### src/hdl/fvt_pkg.sv
package fvt_pkg;

  localparam int PlaneCount  = 6;
  localparam int CornerCount = 8;
  localparam int PlaneW      = 64;
  localparam int CoordW      = 16;
  localparam int ExtW        = 15;
  localparam int FracBits    = 14;
  // Product of a Q1.14 normal and a Q11.4 coordinate or half size.
  localparam int ProdW       = 32;
  // Six products of up to 2^30 and d scaled by 2^14 stay below 2^33.
  localparam int SumW        = 35;
  localparam int AddrW       = 6;
  localparam int IdxW        = 3;

  typedef enum logic [1:0] {
    KIND_POINT  = 2'd0,
    KIND_SPHERE = 2'd1,
    KIND_CUBE   = 2'd2
  } fvt_kind_e;

  typedef struct packed {
    logic [1:0]               kind;
    logic signed [CoordW-1:0] x;
    logic signed [CoordW-1:0] y;
    logic signed [CoordW-1:0] z;
    logic [ExtW-1:0]          ext;
  } fvt_item_t;

  // Running verdict of an item as it walks down the row of plane cells.
  typedef struct packed {
    logic                   cen_ok;
    logic [CornerCount-1:0] corner_ok;
  } fvt_flags_t;

  typedef logic [PlaneCount-1:0][PlaneW-1:0] fvt_planes_t;

endpackage

### src/hdl/fvt_regs.sv
module fvt_regs import fvt_pkg::*; (
  input  logic                clk_i,
  input  logic                rst_ni,
  input  logic                psel,
  input  logic                penable,
  input  logic                pwrite,
  input  logic [AddrW-1:0]    paddr,
  input  logic [PlaneW-1:0]   pwdata,
  output logic [PlaneW-1:0]   prdata,
  output logic                pready,
  output fvt_planes_t         planes_o
);

  fvt_planes_t     planes_q;
  logic [IdxW-1:0] idx;
  logic            idx_ok;
  logic            wr_en;

  assign idx    = paddr[AddrW-1:AddrW-IdxW];
  assign idx_ok = idx < IdxW'(PlaneCount);
  assign wr_en  = psel && penable && pwrite && idx_ok;
  assign pready = 1'b1;

  always_ff @(posedge clk_i or negedge rst_ni) begin
    if (!rst_ni) begin
      planes_q <= '0;
    end else if (wr_en) begin
      planes_q[idx] <= pwdata;
    end
  end

  always_comb begin
    prdata = '0;
    if (idx_ok) begin
      prdata = planes_q[idx];
    end
  end

  assign planes_o = planes_q;

endmodule

### config.mk
export PLATFORM = sky130hd
export DESIGN_NAME = fvt_regs
export DESIGN_NICKNAME = d
export VERILOG_FILES = /design/src/hdl/fvt_pkg.sv /design/src/hdl/fvt_regs.sv
export SDC_FILE = /design/constraint.sdc
export NUM_CORES = 1
export LEC_CHECK = 0
export ABC_AREA = 1
export BUFFER_PORTS_ARGS = -buffer_cell sky130_fd_sc_hd__buf_4
export CORE_AREA = 8 8 196 198
export DETAILED_ROUTE_END_ITERATION = 6
export DIE_AREA = 0 0 204 206
export PLACE_DENSITY = 0.93
export SYNTH_ARGS = -nofsm -noshare
export SYNTH_HDL_FRONTEND = slang
export SYNTH_SLANG_ARGS = --single-unit
### constraint.sdc
create_clock -name clk_i -period 3 [get_ports clk_i]
set_input_delay 0.3 -clock clk_i [delete_from_list [all_inputs] [get_ports clk_i]]
set_output_delay 0.3 -clock clk_i [all_outputs]
set_load 0.03 [all_outputs]
# --- After elaboration in Yosys (flattened, before gate mapping) ---
# Index checks and enable logic that the tools add are counted.
op_classes:
  n_reduce_logical: 4
  bitwise: 0
  n_addsub: 0
  eq_ne: 0
  mux: 6
  div: 0
  n_lt_le_gt_ge: 3
  n_mul: 0
  shift: 0
ops:
  columns: ["op", "count"]
  rows:
  - ["$bwmux W384", 1]
  - ["$bmux W64 S3", 1]
  - ["$demux W64 S3", 1]
  - ["$mux W64", 3]
  - ["$logic_and A1 B1 Y1", 4]
  - ["$lt A3 B4 Y1 const B", 1]
  - ["$ge A3 B1 Y1 const B", 1]
  - ["$lt A3 B3 Y1 const B", 1]
word_totals:
  reg_bits: 384
  out_inout_bits: 449
  romBits: 0
  ram_bits: 0
  latch_bits: 0
  n_memories: 0

# --- Longest topological paths before layout ---
depth:
  ltp_word: 5
  mapped_depth: 8
  ltp_nobuf: 7

# --- Worst setup path after synthesis ---
# Ideal clock, no wire load.
synth_path:
  kind: "input -> output"
  startpoint: "in paddr[4]"
  endpoint: "out prdata[62]"
  required_ns: 2.700
  t_arrival_ns: 1.378
  path_stages: 8
  setup_slack_ns: 1.322
  cell_sequence: "buf_4 -> nor2_4 -> buf_2 -> buf_2 -> nand3_1 -> nand2_1 -> clkinv_1 -> nand2_1"
synth_between:
  elab_chain_len: 3
synth_rtl:
  columns: ["element", "line", "rtl"]
  rows:
  - ["from (decl)", "fvt_regs.sv:7", "input logic [AddrW-1:0] paddr,"]
  - ["$bmux W64 S3", "fvt_regs.sv:35", "prdata = planes_q[idx];"]
  - ["$mux W64 (implied by the code)", "fvt_regs.sv:35", null]
  - ["$mux W64 (*)", "fvt_regs.sv:34", "if (idx_ok) begin"]
  - ["to (decl)", "fvt_regs.sv:9", "output logic [PlaneW-1:0] prdata,"]
# Every way passes the cells marked *; elsewhere a longest branch is shown, timed or not. The select of a mux whose other input is x is not followed.

# --- Worst setup path after layout ---
layout_path:
  startpoint: "in paddr[3]"
  endpoint: "out prdata[62]"
# The elaborated chain is that of the path after synthesis.

==> summary.txt <==
Outcome
  • Status: finished, violations left
  • Failing checks: design-rule violations

STA
  • Hold slack: 0.0159 ns
  • Max Clock Freq: 0.441 GHz
  • Slew @ Worst Pin: 1.05 ns
  • Crit path time final: 2.27 ns
  • Worst Skew: 0 ns
  • TNS Setup: 0 ns
  • Slew Limit Fails: 0
  • RSZ-0062 raised after global routing: false
  • Final setup fails: 0
  • Final worst slack: 0.735 ns
  • Hold Vio Cnt, Final: 0
  • Relative slew slack: between 20 and 30%
  • Tcrit/Tclk final: between 70% and 80%

Clock tree
  • Root buffer cell: clkbuf_16
  • Clock tree from TritonCTS: built
  • Total CTS buffers: 42
  • CTS resizes: 0
  • CTS Sinks: 384
  • Worst skew pair latency: 0.54 ns
  • Clock transition at path regs: 0.06 ns
  • CTS max path bufs: 3
  • H-tree depth: 2

Critical path
  • WS Path Type: in2out
  • Critical path's top delay family: buffers and inverters
  • Worst Path Required: 2.70 ns
  • Max incr delay on CP: 0.58 ns
  • Crit path cell chain: buf_6, inv_4, buf_4, nand2_1, nand2_1, nand2_1, nand2_1, inv_1, nand2_1, buf_4
  • WP data arrival: 1.97 ns
  • Cells on worst reg2reg path: 2
  • FF-to-FF End: planes_o[202]
  • Crit start category: input port
  • Worst-path maximum fanout: between 50 and 60
  • Critical-path top delay cell: buf_4
  • Buf/Inv on CP: 5
  • Flop2flop setup slack: between 2 and 2.5 ns
  • Critical path endpoint category: output pin
  • Worst r2r src: planes_o[202]
  • Cell mode on critical path: nand2_1

Synthesis
  • Synth Instances: ~2800
  • Netlist cell types: 19
  • Post-Syn Area: 19200 um^2
  • Part of the Yosys area used for sequential elements: between 50% and 60%
  • YS warnings: 0
  • FF+latch count, synth: 384
  • Post-synth top area share: 50.1%
  • Mapped Nets: roughly 2900
  • Synthesized area per cell: 6.87 um^2
  • Main area contributors after synthesis: dfrtp_1 50%, nand2_1 27%, inv_1 8.4%, nand3_1 5.4%, nor2_1 3.0%
  • Area leader, netlist: dfrtp_1

Detailed routing
  • Highest routed layer: met4
  • Vias: 21171
  • Residual DRC count: 11
  • Met3 wire length: 10300 um
  • WL final: 79500 um
  • Metal1 wirelength: about 27000 um
  • Routed Antenna Nets: 0
  • Total iterations of the first detailed-routing run: 7
  • Starting DRT DRC Count: 1985
  • Detail Route met2 WL: 36600 um
  • Via/cell ratio: 5.60
  • WL per Instance: 21.0 um

Global route
  • First-pass GRT wire length: 121000 um
  • Vias in the first global route: 21511
  • Pin count of the biggest net entering global routing: 91
  • Grt total ovfl: 0
  • Global Route Usage Sum: 36.9%
  • Initial antenna violation count: 1

Cells and area
  • Final non-filler cell area: 25300 um^2
  • Fill cell count: 2403
  • Commonest non-fill, non-tap cell in the layout: nand2_1
  • Layout cell share with drive strength beyond 1: 19.8%
  • Most frequent cells in the layout: 1376 x nand2_1, 557 x buf_4, 428 x inv_1
  • Fin nets: 3364
  • Max FFs per register: around 380
  • Synthesis-to-finish area growth: 32.0%

Hold path
  • Min-Delay Path Depth: 3
  • Hold wc startpoint: pwdata[37]
  • Hold worst-path end: planes_o[101]
  • Min-Delay Path Class: in2reg

Place
  • Setup WS pre-CTS: just over 0.7 ns
  • DPL Wire Length: 48400 um
  • I/O Buffers: 519
  • Global placer's final weighted congestion: 0.899
  • Cell Area, Placed: approximately 24000 um^2

Floorplanning
  • Chip Height: 206 um
  • Initial Utilization: between 50% and 60%
  • Row count: 69
  • I/O Pins: roughly 520
  • Die area: 42000 um^2
  • Core area: 35200 um^2
  • Die width: between 200 and 250 um

Pwr
  • Leak: 0.0148 uW
  • VDD IR-drop max: approximately 0.64 mV
  • Pwr/cell area: 762 nW/um^2

Run
  • MaxCap Viol Count: 0
-- cell usage after synthesis, drive strengths merged --
library cell / number
inv: 430
nor2: 162
conb: 1
nor3: 1
nand4: 12
nand3: 212
dfrtp: 384
nand2: 1377
o21ai: 64
clkbuf: 56
clkinv: 7
buf: 87
-- power breakdown --
| group | switching, uW | internal [uW] | total, uW |
|---|---|---|---|
| combinational | 4620 | 2200 | 6820 |
| sequential | 893 | 6180 | 7070 |
| clock | 2180 | 3220 | 5410 |
| total | 7700 | 11600 | 19300 |
-- worst min-delay path, delay by kind of cell --
family	cells	cell delay, ns
buf+inv	1	0.12
simple gates	2	0.10
-- stage by stage --
stage	power, uW	utilization, %	std cells
2_1_floorplan	10700	-	2793
3_3_place_gp	13500	67.1	3681
3_5_place_dp	13700	67.1	3681
4_1_cts	19200	71.9	3782
5_1_grt	20000	71.9	3783
6_report	19300	71.9	3783
-- routing by layer --
metal	track usage, %	up-vias
li1	-	9179
met1	42.8	9789
met2	59.6	1743
met3	10.1	460
met4	25.2	0
met5	0	-
-- worst max-delay path by stage --
stage                         from  cells after the start       endpoint  slack [ns]
after global routing      paddr[3]                     10     prdata[62]        0.68
after floorplan           paddr[4]                      8     prdata[62]        1.32
after CTS                 paddr[5]                      9     prdata[31]        0.81
final                     paddr[3]                     10     prdata[62]        0.73
after detailed placement  paddr[3]                      7  planes_o[173]        0.72
after global placement    paddr[3]                      7  planes_o[141]        0.79
-- kinds of logic (layout without fill, tap and decap cells) --
logic type      count (synthesis)  after routing  synth area share (%)
other cells                     1              2                0.0195
compound gates                 64             64                  1.67
flops                         384            384                  50.1
simple gates                 1764           1764                  36.3
buf+inv                       580           1108                  11.9
-- final cells by class --
| type | instances | area (um^2) | share of cell area (%) |
|---|---|---|---|
| diodes | 1 | 2.50 | 0.00988 |
| well taps | 461 | 577 | 2.28 |
| repair buffers | 595 | 4680 | 18.5 |
| inverters | 437 | 1640 | 6.49 |
| multi-input cells | 1829 | 7380 | 29.2 |
| flip-flops and latches | 384 | 9610 | 37.9 |
| clock buffers | 64 | 1290 | 5.08 |
| clock inverters | 12 | 148 | 0.583 |
-- what timing repair did --
item,4_1_cts,5_1_grt
endpoints found under the hold margin,114,0
setup buffers,0,0
hold buffers,25,0
Note: power is estimated with default switching activity, not from simulation.
